**config.mk**
```make
export PLATFORM = sky130hd
export DESIGN_NAME = sstq_tag_mem
export DESIGN_NICKNAME = d
export VERILOG_FILES = /design/src/hw/rtl/sstq_tag_mem.sv
export SDC_FILE = /design/constraint.sdc
export NUM_CORES = 1
export LEC_CHECK = 0
export BUFFER_PORTS_ARGS = -buffer_cell sky130_fd_sc_hd__buf_4
export CAP_MARGIN = 40
export CORE_UTILIZATION = 50
export CTS_CLUSTER_SIZE = 25
export DETAILED_ROUTE_END_ITERATION = 8
export GPL_ROUTABILITY_DRIVEN = 0
export PLACE_DENSITY = 0.62
export SYNTH_ARGS = -nofsm -noshare
export SYNTH_HDL_FRONTEND = slang
export SYNTH_SLANG_ARGS = --single-unit
```
**constraint.sdc**
```tcl
create_clock -name clk -period 3.5 [get_ports clk]
set_clock_uncertainty 0.1 [all_clocks]
set_input_delay 0.175 -clock clk [delete_from_list [all_inputs] [get_ports clk]]
set_output_delay 0.175 -clock clk [all_outputs]
set_load 0.01 [all_outputs]
```
**src/hw/rtl/sstq_tag_mem.sv**
```systemverilog
`timescale 1ns / 1ps
// ----------------------------------------------------------------------------
// sstq_tag_mem
// Tag and destination queue store, one write port, registered read.
// ----------------------------------------------------------------------------
module sstq_tag_mem #(
  parameter int DEPTH = 32,
  parameter int WIDTH = 34
) (
  input  logic                     clk,
  input  logic                     we,
  input  logic [$clog2(DEPTH)-1:0] waddr,
  input  logic [WIDTH-1:0]         wdata,
  input  logic                     re,
  input  logic [$clog2(DEPTH)-1:0] raddr,
  output logic [WIDTH-1:0]         rdata
);
  logic [WIDTH-1:0] mem [DEPTH];

  always_ff @(posedge clk) begin
    if (we) begin
      mem[waddr] <= wdata;
    end
    if (re) begin
      rdata <= mem[raddr];
    end
  end
endmodule

```
==> flow_summary.toml <==
[outcome]
status = "complete, no violations"

[clock_tree]
cts_tree = "yes"
clockRootBuffer = "clkbuf_16"
numCtsBuffers = 108
path_clk_slew_ns = 0.06
insertion_delay_ns = 0.66
clockBufferDepth = 3
cts_sinks = 1122
htreeDepth = 3

[die]
dieWidth_um = 296.8
die_h_um = 296.8
coreArea_mm2 = 0.08555
rows = 107
initial_core_util = 0.5079
die-area_mm2 = 0.08808
pin_count = 81

[drt]
antenna_left = 0
drc_errors = 0
firstDrtPassIters = 5
drtIter0Drc = 2079
wl_met1_mm = 44.21
routed_wl_mm = 101.9
avgViaCountPerCell = 5.839
wl_met3_mm = 6.758
dr_wl_met2_mm = 48.82
vias = 22290
highest-signal-layer = "met5"
post_drt_wl_per_cell_um = 26.69

[cells_and_area]
fin_nets = 2638
nFillCells = 6288
n_antenna_cell = 0
area_growth_syn_to_layout_pct = 14.85
layout-drive-gt1-share = 0.1425
design_area_mm2 = 0.04990

[yosys]
ys.flop_type = "edfxtp_1"
syn_nets = 2446
ys_async_sr_fraction = 0
yosysMostFrequentCell = "edfxtp_1"
synth_area_mm2 = 0.04345
synth_top_family_by_area = "multiplexers"
synth_top_area_share = 0.7755
synth_edf_count = 1122
yosysWarnings = 0
synth.avg_cell_area_um2 = 18.11
synthSimpleGateAreaFrac = 0.03047
synthDistinctLibCells = 24
synth-seq-cells = 1122
yosysSeqAreaShare = 0.7755
syn_inst = 2399
synth_xor_area_frac = 0
synth_commonest_cells = "edfxtp_1, mux2i_1, nand2_1, nand3_1"
synth_area_leaders = "edfxtp_1, mux2i_1, a22oi_1"
muxShareOfSynthArea = 0.1253
yosys.area.top_type = "edfxtp_1"
yosys.area_share.adder = 0
synth-compound-area-share = 0.04798

[global_route]
grt_max_degree = 82
grt_pass1_wl_mm = 148.8
antenna_found_initial = 3
overflow = 0
grt_usage = 0.2300
grt_pass1_vias = 22360

[sta]
hold_viol = 0
fmax_ghz = 0.5108
tightest_slew_ns = 0.9289
holdWs_ns = 0.1638
setup_viol = 0
slew_headroom = 0.3790
rsz0062_at_grt = "no"
finalMaxSlewViolations = 0
tns_ns = 0
min_period_ns = 1.958
min_period_over_period = 0.5594

[job]
cap_violations = 0

[critical_path]
worstSetupEndpointType = "flip-flop"
path_buf_inv = 3
crit_slowest_cell = "nor2b_4"
cp.arrival_ns = 2.23
path_max_fanout = 17
setup.worst_path.start_class = "input pin"
crit_type = "input pin to flip-flop"
cp_cell_sequence = "buf_4 > nor2b_4 > buf_4 > buf_4 > a22o_1 > nor3_1 > a31oi_1 > nand3_1"
crit_family = "buffers and inverters"
cp.required_ns = 3.78
cpMostUsedCell = "buf_4"
cp_slowest_stage_delay_ns = 0.61

[pwr]
vdd_drop_max_uv = 367.4
leakage_nw = 17.36
p_total_w = 0.02802
cellPowerDensity_mw_per_mm2 = 561.7

[placement]
dpl_cell_area_mm2 = 0.04606
dp_hpwl_mm = 60.43
port_buffers = 80

[hold_path]
min_path_type = "input pin to flip-flop"
stage by stage:
| stage | instances | util | worst slack (ns) |
|---|---|---|---|
| 2_1_floorplan | 2399 | - | 0.7042 |
| 3_5_place_dp | 3590 | 0.5384 | 0.8858 |
| 5_1_grt | 3818 | 0.5833 | 1.506 |
| 4_1_cts | 3818 | 0.5833 | 1.588 |
| 3_3_place_gp | 3588 | 0.5378 | 0.7908 |
| 6_report | 3818 | 0.5833 | 1.542 |
layout by cell type (no fill, tap or decap), drive strengths merged:
cell type	Yosys	final
nor2	34	34
clkbuf	30	128
and2	1	1
or3b	3	3
nand3	104	104
inv	0	5
nand2	104	104
nand2b	2	2
a22oi	102	102
or2	1	1
clkinv	0	42
mux2i	544	544
a31oi	34	34
dlygate4sd3	0	35
nand3b	5	5
a22o	68	68
a21oi	102	102
nor2b	2	2
or3	1	1
buf	106	183
bufinv	0	12
clkinvlp	0	6
nor3	34	34
edfxtp	1122	1122
worst register-to-register path, stage by stage, from the launching register on:
cell and delay [ns]:
edfxtp_1 0.36, mux2i_1 0.24, a22o_1 0.19, nor3_1 0.05, a31oi_1 0.40, nand3_1 0.12
cell families (layout without fill, tap and decap cells):
kind of cell	count (synthesis)	in the layout
AO/OA/AOI/OAI	306	306
buffers and inverters	136	411
multiplexers	544	544
flip-flops	1122	1122
AND/OR/NAND/NOR	291	291
report_power, final:
part	switching, W	internal [W]	total, W
registers	0.0000655	0.0150	0.0151
clock network	0.00480	0.00666	0.0115
logic	0.000970	0.000533	0.00150
total	0.00584	0.0222	0.0280
sequential cells by signal, summed over array words and instances, names as in the netlist:
register / count
mem: 1088
rdata: 34
cell type report:
type | count | area (um^2) | area share
Sequential cell | 1122 | 33690 | 0.6752
Multi-Input combinational cell | 1141 | 9119 | 0.1828
Clock buffer | 128 | 2841 | 0.05695
Timing Repair Buffer | 218 | 2165 | 0.04338
Tap cell | 1144 | 1431 | 0.02869
Clock inverter | 65 | 648.1 | 0.01299
routing by layer:
metal,up-vias,global-route usage
li1,9956,-
met5,-,0
met4,6,0.06020
met3,133,0.04235
met1,11470,0.3235
met2,729,0.3707
final timing paths:
kind | cells past startpoint | end | slack [ns] | start
worst min-delay path | 6 | rdata[16] | 0.16 | raddr[2]
worst max-delay path | 8 | rdata[28] | 1.54 | raddr[2]
worst max register to register | 5 | rdata[4] | 1.78 | mem[7][4]
worst min register to register | 4 | rdata[9] | 0.58 | mem[26][9]
repair_timing:
action / in CTS / in global routing
buffers inserted: 0 / 0
hold endpoints to repair: 1096 / 0
hold buffers: 35 / 0
resized for setup: 0 / 0
Note: power is estimated with default switching activity, not from simulation.
