$ cat src/hw/rtl/sstq_pkg.sv
`timescale 1ns / 1ps
// ----------------------------------------------------------------------------
// sstq_pkg
// Shared types and codes of the sorted timer queue.
// ----------------------------------------------------------------------------
package sstq_pkg;

  localparam int ID_W  = 5;
  localparam int DL_W  = 32;
  localparam int TAG_W = 32;
  localparam int Q_W   = 2;

  localparam logic [2:0] CMD_ALLOC = 3'd0;
  localparam logic [2:0] CMD_FREE  = 3'd1;
  localparam logic [2:0] CMD_INIT  = 3'd2;
  localparam logic [2:0] CMD_SET   = 3'd3;
  localparam logic [2:0] CMD_TICK  = 3'd4;

  typedef enum logic [2:0] {
    K_ALLOCATED = 3'd0,
    K_NONE_FREE = 3'd1,
    K_ACK       = 3'd2,
    K_ERROR     = 3'd3,
    K_EXPIRED   = 3'd4
  } kind_t;

  typedef struct packed {
    logic [2:0]       command;
    logic [ID_W-1:0]  timer_id;
    logic [DL_W-1:0]  delay;
    logic [TAG_W-1:0] tag_value;
    logic [Q_W-1:0]   dest_queue;
  } cmd_word_t;

  typedef struct packed {
    kind_t            kind;
    logic [ID_W-1:0]  result_timer;
    logic [TAG_W-1:0] result_tag;
    logic [Q_W-1:0]   result_queue;
    logic             last;
  } rsp_word_t;

  typedef struct packed {
    logic            valid;
    logic [ID_W-1:0] id;
    logic [DL_W-1:0] dl;
  } entry_t;

  typedef enum logic [1:0] {
    CELL_HOLD,
    CELL_INSERT,
    CELL_POP
  } cell_op_t;

  typedef struct packed {
    cell_op_t        op;
    logic [ID_W-1:0] new_id;
    logic [DL_W-1:0] new_dl;
    logic [DL_W-1:0] now;
  } cell_ctrl_t;

  typedef enum logic [1:0] {
    ST_IDLE,
    ST_INSERT,
    ST_CHECK
  } state_t;

endpackage

$ cat src/hw/rtl/sstq_cell.sv
`timescale 1ns / 1ps
// ----------------------------------------------------------------------------
// sstq_cell
// One slot of the sorted list: holds one running timer and its deadline.
// ----------------------------------------------------------------------------
module sstq_cell (
  input  logic                clk,
  input  logic                rst,
  input  sstq_pkg::cell_ctrl_t ctrl,
  input  sstq_pkg::entry_t    prev_e,
  input  logic                prev_goes,
  input  sstq_pkg::entry_t    next_e,
  output sstq_pkg::entry_t    e,
  output logic                goes,
  output logic                expd
);
  import sstq_pkg::*;

  logic                valid;
  logic [ID_W-1:0]     id;
  logic [DL_W-1:0]     dl;

  assign e    = '{valid: valid, id: id, dl: dl};
  // slot at or behind the insert point
  assign goes = !valid || (dl >= ctrl.new_dl);
  assign expd = valid && (dl <= ctrl.now);

  always_ff @(posedge clk) begin
    if (rst) begin
      valid <= 1'b0;
    end else begin
      case (ctrl.op)
        CELL_INSERT: begin
          if (prev_goes) begin
            valid <= prev_e.valid;
          end else if (goes) begin
            valid <= 1'b1;
          end
        end
        CELL_POP: valid <= next_e.valid;
        default: ;
      endcase
    end
  end

  always_ff @(posedge clk) begin
    case (ctrl.op)
      CELL_INSERT: begin
        if (prev_goes) begin
          id <= prev_e.id;
          dl <= prev_e.dl;
        end else if (goes) begin
          id <= ctrl.new_id;
          dl <= ctrl.new_dl;
        end
      end
      CELL_POP: begin
        id <= next_e.id;
        dl <= next_e.dl;
      end
      default: ;
    endcase
  end
endmodule

$ cat config.mk
export PLATFORM = sky130hd
export DESIGN_NAME = sstq_cell
export DESIGN_NICKNAME = d
export VERILOG_FILES = /design/src/hw/rtl/sstq_pkg.sv /design/src/hw/rtl/sstq_cell.sv
export SDC_FILE = /design/constraint.sdc
export NUM_CORES = 1
export LEC_CHECK = 0
export BUFFER_PORTS_ARGS = -buffer_cell sky130_fd_sc_hd__buf_2
export CAP_MARGIN = 20
export CORE_MARGIN = 1.5
export CORE_UTILIZATION = 46
export DETAILED_ROUTE_END_ITERATION = 7
export PLACE_DENSITY = 0.93
export SYNTH_ARGS = -nofsm -noshare
export SYNTH_HDL_FRONTEND = slang
export SYNTH_SLANG_ARGS = --single-unit
$ cat constraint.sdc
create_clock -name clk -period 5.45 [get_ports clk]
set_input_delay 0.2725 -clock clk [delete_from_list [all_inputs] [get_ports clk]]
set_output_delay 0.2725 -clock clk [all_outputs]
set_load 0.1 [all_outputs]
==> reports/summary.log, run 1 <==
qor: layout.syn_to_final_growth 31.5%
qor: sta.final.period_utilization 56.3%
qor: power.vdd_ir_drop_max 0.000138 V
qor: yosys.count_of_yosys_warnings_during_synthesis 0
qor: clocking.clock_tree.htree_level_count 2
qor: yosys.postSynthCellCount 404
qor: layout.layout_commonest_cell sky130_fd_sc_hd__buf_2
qor: sta.fin_tns_setup 0 ps
qor: global_routing.grt_max_degree 76
qor: route.drt.antenna.violating_nets 0
qor: yosys.synthesis.area_per_instance 8.87 sq um
qor: yosys.synthesis.nets 618
qor: layout.layout.nets 803
qor: hold_path.class_of_the_tightest_hold_or_removal_check primary input to flop
qor: critical_path.crit_required 5410 ps
qor: critical_path.critical_path.max_fanout 21
qor: sta.maxClockFrequency 0.326 GHz
qor: yosys.yosys.area.top_type_share 31.0%
qor: layout.multi_input_area 2170 sq um
qor: clocking.cts_tree built
qor: sta.timing_worst_slew_pin_value 699 ps
qor: clocking.worstSkewPairLatency 290 ps
qor: sta.relative_slew_slack 53.4%
qor: critical_path.worstPathArrival 3030 ps
qor: floorplanning.placeableCoreArea 7650 sq um
qor: clocking.clkSinkCount 38
qor: floorplanning.die_y 91.3 um
qor: critical_path.worst_setup_path_start_kind flop
qor: power.power.static_leakage 2.54 nW
qor: sta.slew_violations 0
qor: route.detail_route.vias_per_cell 5.19
qor: route.via_count 3580
qor: floorplanning.core.rowCount 32
qor: floorplanning.num_io_pins 190
qor: global_routing.grt_pass1_vias 3711
qor: clocking.cts_resized 0
qor: clocking.cts.hold.buffers_added 0
qor: power.post-layout-total-power 1.05 mW
qor: route.firstDrtPassIters 4
qor: sta.grt_setup_unrepaired false
qor: critical_path.worst-setup-path-type flop to flop
qor: yosys.mappedNetlistArea 3580 sq um
qor: route.drt_iter0_markers 122
qor: yosys.ys_ff_latch 38
qor: global_routing.antenna_found_initial 0
qor: sta.setup_viol_count_final 0
qor: clocking.post-cts-setup-buffers 0
qor: place.globalplace.congestion 0.898
qor: floorplanning.die_w 91.3 um
qor: yosys.ys_seq_area_share 31.6%
qor: power.cellPowerDensity 223 nW/um^2
qor: layout.antenna_diode_count 0
qor: layout.drive_gt1_share 34.5%
qor: place.placement.io_buffers 189
qor: sta.finClkSkew 8.94 ps
qor: sta.final.min_clock_period 3070 ps
qor: yosys.distinct_cells_synth 35
qor: clocking.cts-buffers-inserted 5
qor: place.place_hpwl 8750 um
qor: sta.final-hold-violation-count 0
qor: yosys.post_synth_main_area_contributors sky130_fd_sc_hd__edfxtp_1, sky130_fd_sc_hd__ha_1, sky130_fd_sc_hd__mux2i_1, sky130_fd_sc_hd__inv_1, sky130_fd_sc_hd__o21ai_0
qor: floorplanning.initial_utilization 46.9%
qor: layout.layout_common_cells sky130_fd_sc_hd__buf_2, sky130_fd_sc_hd__inv_1, sky130_fd_sc_hd__ha_1
qor: clocking.clk_pin_slew 80 ps
qor: layout.sequential_cell_area 1130 sq um
qor: clocking.cts_root_buf sky130_fd_sc_hd__clkbuf_8
qor: route.drt-wirelength-per-cell 15.3 um
qor: route.drc 0
qor: global_routing.globalRoute.totalOverflow 0
qor: clocking.clock_path_buffers 2
qor: route.drt_wl_total 10500 um
qor: outcome.status complete, no violations
qor: layout.n_fill_cell 675
qor: sta.holdWs 154 ps
qor: critical_path.worstSetupEndpointType flop
qor: yosys.yosys.area.top_type sky130_fd_sc_hd__edfxtp_1
qor: job.drv_cap 0
qor: global_routing.track_usage 25.0%
qor: global_routing.grt_first_pass_wirelength 16700 um
qor: floorplanning.fp.dieArea 8330 sq um
==> final timing paths <==
kind	startpoint	slack, ps	endpoint	cells past startpoint
hold reg to reg	valid	590	valid	2
hold / removal	rst	150	valid	2
setup / recovery	dl[31]	2380	dl[6]	7
setup reg to reg	dl[31]	2380	dl[6]	7
==> power breakdown <==
part / total, mW / internal (mW) / switching (mW) / leakage (nW)
sequential: 0.378 / 0.357 / 0.0214 / 0.369
combinational: 0.492 / 0.145 / 0.347 / 2.13
clock: 0.181 / 0.0836 / 0.0976 / 0.0375
==> cell type report <==
cell class                      count  area share [%]
Timing Repair Buffer              192            20.5
Sequential cell                    38            24.0
Multi-Input combinational cell    288            46.1
Clock buffer                        5            1.46
Inverter                           64            5.10
Tap cell                          102            2.71
Clock inverter                      1          0.0796
==> layer usage <==
| metal | routed length, um | vias up | GRT usage (%) |
|---|---|---|---|
| met5 | 0 | - | 0 |
| met1 | 4200 | 1596 | 28.3 |
| met2 | 5430 | 157 | 46.8 |
| met4 | 225 | 0 | 6.90 |
| met3 | 676 | 22 | 5.19 |
| li1 | - | 1805 | - |
==> stage by stage <==
stage,cell area (sq um),instances,utilization [%],setup slack [ps]
final,4710,690,61.6,2380
after CTS,4710,690,61.6,2370
after detailed placement,4640,684,60.7,2420
after global placement,4640,684,60.7,2470
after global routing,4710,690,61.6,2170
after floorplan,3580,404,-,954
==> cells in the mapped netlist (all sizes together) <==
| cell type | instances |
|---|---|
| and4 | 2 |
| a221oi | 2 |
| nand2b | 5 |
| a21oi | 21 |
| o21a | 5 |
| mux2i | 37 |
| o21ai | 46 |
| nor3 | 1 |
| edfxtp | 37 |
| ha | 64 |
| nor4b | 1 |
| dfxtp | 1 |
| nor2b | 1 |
| nor4 | 3 |
| buf | 6 |
| inv | 64 |
| nand2 | 58 |
| a21o | 5 |
| or2 | 1 |
| nand4 | 10 |
| nand3 | 8 |
| o22ai | 1 |
| a2111oi | 2 |
| and4bb | 1 |
| a32oi | 1 |
| a221o | 1 |
| o311ai | 1 |
| a31oi | 2 |
| o221ai | 1 |
| nor2 | 6 |
| and3 | 1 |
| o211ai | 1 |
| clkbuf | 8 |
==> registers in the layout, summed over array words and instances (netlist names) <==
register and count:
dl 32, valid 1, id 5
==> logic make-up after synthesis <==
| kind of cell | count (synthesis) | share of synthesized area (%) |
|---|---|---|
| adders and majority gates | 64 | 22.3 |
| AOI/OAI and AO/OA | 89 | 14.4 |
| muxes | 37 | 10.3 |
| buffers and inverters | 78 | 8.52 |
| and+or+nand+nor | 98 | 12.9 |
| DFF | 38 | 31.6 |
==> worst max-delay path, cell delays in order (launching register included) <==
cell                       delay (ps)
sky130_fd_sc_hd__edfxtp_1         450
sky130_fd_sc_hd__ha_1             360
sky130_fd_sc_hd__nand4_1          160
sky130_fd_sc_hd__nor4_2           390
sky130_fd_sc_hd__nand2_1           90
sky130_fd_sc_hd__and3_1           220
sky130_fd_sc_hd__a32oi_4          640
sky130_fd_sc_hd__buf_4            420
(Power assumes the default switching activity.)
==> inputs of run 2 (changes only) <==
CORE_UTILIZATION = 42   (was 46)
PLACE_DENSITY = 0.89   (was 0.93)
clock period = 2.57 ns   (was 5.45 ns; I/O delays follow)
==> reports/summary.log, run 2 (synthesized netlist as in run 1, its figures left out) <==
qor: outcome.status complete, no violations
qor: sta.final-hold-violation-count 0
qor: critical_path.worst-setup-path-type flop to output pin
qor: hold_path.worst_hold_path.endpoint valid
qor: clocking.clkSinkCount 38
qor: floorplanning.fp.dieArea 9100 sq um
qor: layout.layout_common_cells sky130_fd_sc_hd__buf_2, sky130_fd_sc_hd__inv_1, sky130_fd_sc_hd__ha_1
qor: floorplanning.core.rowCount 33
qor: layout.max_flop_register dl
qor: floorplanning.die_y 95.4 um
qor: place.placement.io_buffers 189
qor: sta.slew_violations 0
qor: power.cellPowerDensity 467 nW/um^2
qor: sta.setup_viol_count_final 0
qor: power.vdd_ir_drop_max 0.000281 V
qor: route.drt-wirelength-per-cell 15.3 um
qor: critical_path.r2r_cells 7
qor: critical_path.rr_startpoint dl[13]
qor: route.drt_wl_total 10700 um
qor: sta.final.min_clock_period 2470 ps
qor: critical_path.worstPathCellList ha_1, a21o_1, a21o_1, a221o_1, o311ai_4, nand2_2, buf_8
qor: critical_path.worstReg2RegEnd dl[12]
qor: power.power.static_leakage 2.60 nW
qor: job.drv_cap 0
qor: global_routing.grt_first_pass_wirelength 16300 um
qor: route.drt.antenna.violating_nets 0
qor: sta.relative_slew_slack 54.6%
qor: hold_path.timing.hold.worst_path_depth 2
qor: place.globalplace.congestion 0.824
qor: critical_path.slowest_stage sky130_fd_sc_hd__edfxtp_1
qor: layout.syn_to_final_growth 38.4%
qor: sta.maxClockFrequency 0.404 GHz
qor: critical_path.worstSetupEndpointType output pin
qor: floorplanning.die_w 95.4 um
qor: route.drc 0
qor: hold_path.min-delay-start rst
qor: critical_path.reg2reg_setup_slack 140 ps
qor: route.drt_iter0_markers 128
qor: floorplanning.initial_utilization 43.4%
qor: floorplanning.placeableCoreArea 8260 sq um
qor: global_routing.grt_max_degree 64
qor: layout.drive_gt1_share 37.1%
qor: global_routing.antenna_found_initial 0
qor: power.post-layout-total-power 2.32 mW
qor: clocking.worstSkewPairLatency 290 ps
qor: layout.antenna_diode_count 0
qor: critical_path.cp_slowest_stage_delay 430 ps
qor: layout.largest_register_ff_count 32
qor: route.firstDrtPassIters 4
qor: clocking.clock_path_buffers 2
qor: critical_path.worstPathArrival 2350 ps
qor: place.place_hpwl 8680 um
qor: sta.final.period_utilization 96.3%
qor: sta.grt_setup_unrepaired true
qor: sta.finClkSkew 8.63 ps
qor: clocking.clock_tree.htree_level_count 2
qor: hold_path.class_of_the_tightest_hold_or_removal_check primary input to flop
qor: global_routing.globalRoute.totalOverflow 0
qor: layout.largestRegisters dl: 32 flops, id: 5 flops, valid: 1 flops
qor: critical_path.path_common_cell sky130_fd_sc_hd__a21o_1
qor: clocking.cts.hold.buffers_added 0
qor: floorplanning.num_io_pins 190
qor: layout.n_fill_cell 708
qor: critical_path.critical_path.max_fanout 3
qor: layout.layout.nets 806
qor: route.via_count 3556
qor: critical_path.crit_required 2440 ps
qor: clocking.cts_tree built
qor: clocking.clk_pin_slew 80 ps
qor: clocking.cts-buffers-inserted 5
qor: global_routing.track_usage 23.3%
qor: sta.timing_worst_slew_pin_value 681 ps
qor: place.placed_cells 687
qor: layout.layout_commonest_cell sky130_fd_sc_hd__buf_2
qor: clocking.cts_root_buf sky130_fd_sc_hd__clkbuf_8
qor: route.detail_route.vias_per_cell 5.09
qor: layout.number_of_standard_cells_in_the_layout_taps_in_and_fillers_out 698
qor: critical_path.worst_setup_path_start_kind flop
qor: global_routing.grt_pass1_vias 3599
==> run 2: changes by cell type in the layout (fill, tap and decap cells not counted), sizes merged <==
cell,before,now
buf,192,194
clkinv,1,2
clkbuf,5,7
==> run 2: routing by layer <==
layer | global-route usage [%] | up-vias | routed length, um
li1 | - | 1808 | -
met2 | 44.4 | 130 | 5650
met4 | 5.39 | 0 | 72
met1 | 27.2 | 1612 | 4300
met3 | 3.43 | 6 | 647
met5 | 0 | - | 0
==> run 2: timing repair <==
| action | in CTS | in global routing |
|---|---|---|
| endpoints found under the hold margin | 0 | 0 |
| setup endpoints to repair | 38 | 38 |
| pin swaps | 1 | 3 |
| setup buffers | 0 | 2 |
| cloned | 0 | 1 |
| gates resized for setup | 6 | 6 |
==> run 2: worst max-delay path: cells and delay by family (launching register included) <==
family	cells	cell delay (ps)
AOI/OAI and AO/OA	4	1020
adders and majority gates	1	310
buffers and inverters	1	190
DFF	1	430
and+or+nand+nor	1	110
==> run 2: how the worst max path moves through the flow <==
stage / endpoint / cells after the start / from / slack, ps
CTS: goes / 8 / dl[0] / 2
detailed placement: dl[1] / 7 / dl[15] / -30
global placement: dl[5] / 7 / dl[15] / 10
global route: goes / 7 / dl[13] / -10
finish: goes / 7 / dl[13] / 100
floorplan: dl[0] / 6 / dl[26] / -600
==> run 2: area by class of cell <==
| class | instances | area, sq um | share of cell area [%] |
|---|---|---|---|
| Clock buffer | 6 | 72.6 | 1.46 |
| Clock inverter | 2 | 8.76 | 0.177 |
| Inverter | 64 | 240 | 4.84 |
| Multi-Input combinational cell | 288 | 2330 | 47.0 |
| Sequential cell | 38 | 1130 | 22.8 |
| Tap cell | 105 | 131 | 2.65 |
| Timing Repair Buffer | 195 | 1050 | 21.1 |
==> run 2: metrics by stage <==
stage	utilization [%]	instance area (sq um)	hold slack [ps]	setup WS [ps]	setup TNS, ps
2_1_floorplan	-	3690	198	-597	-22670
3_3_place_gp	57.7	4760	309	9.93	0
3_5_place_dp	57.7	4760	318	-29.4	-1030
4_1_cts	59.0	4870	3.26	2.08	0
5_1_grt	60.1	4960	7.69	-13.9	-13.9
6_report	60.1	4960	7.38	95.9	0
==> run 2: power by group <==
part	internal, mW	switching [mW]
registers	0.756	0.0455
logic	0.347	0.761
clock network	0.187	0.222
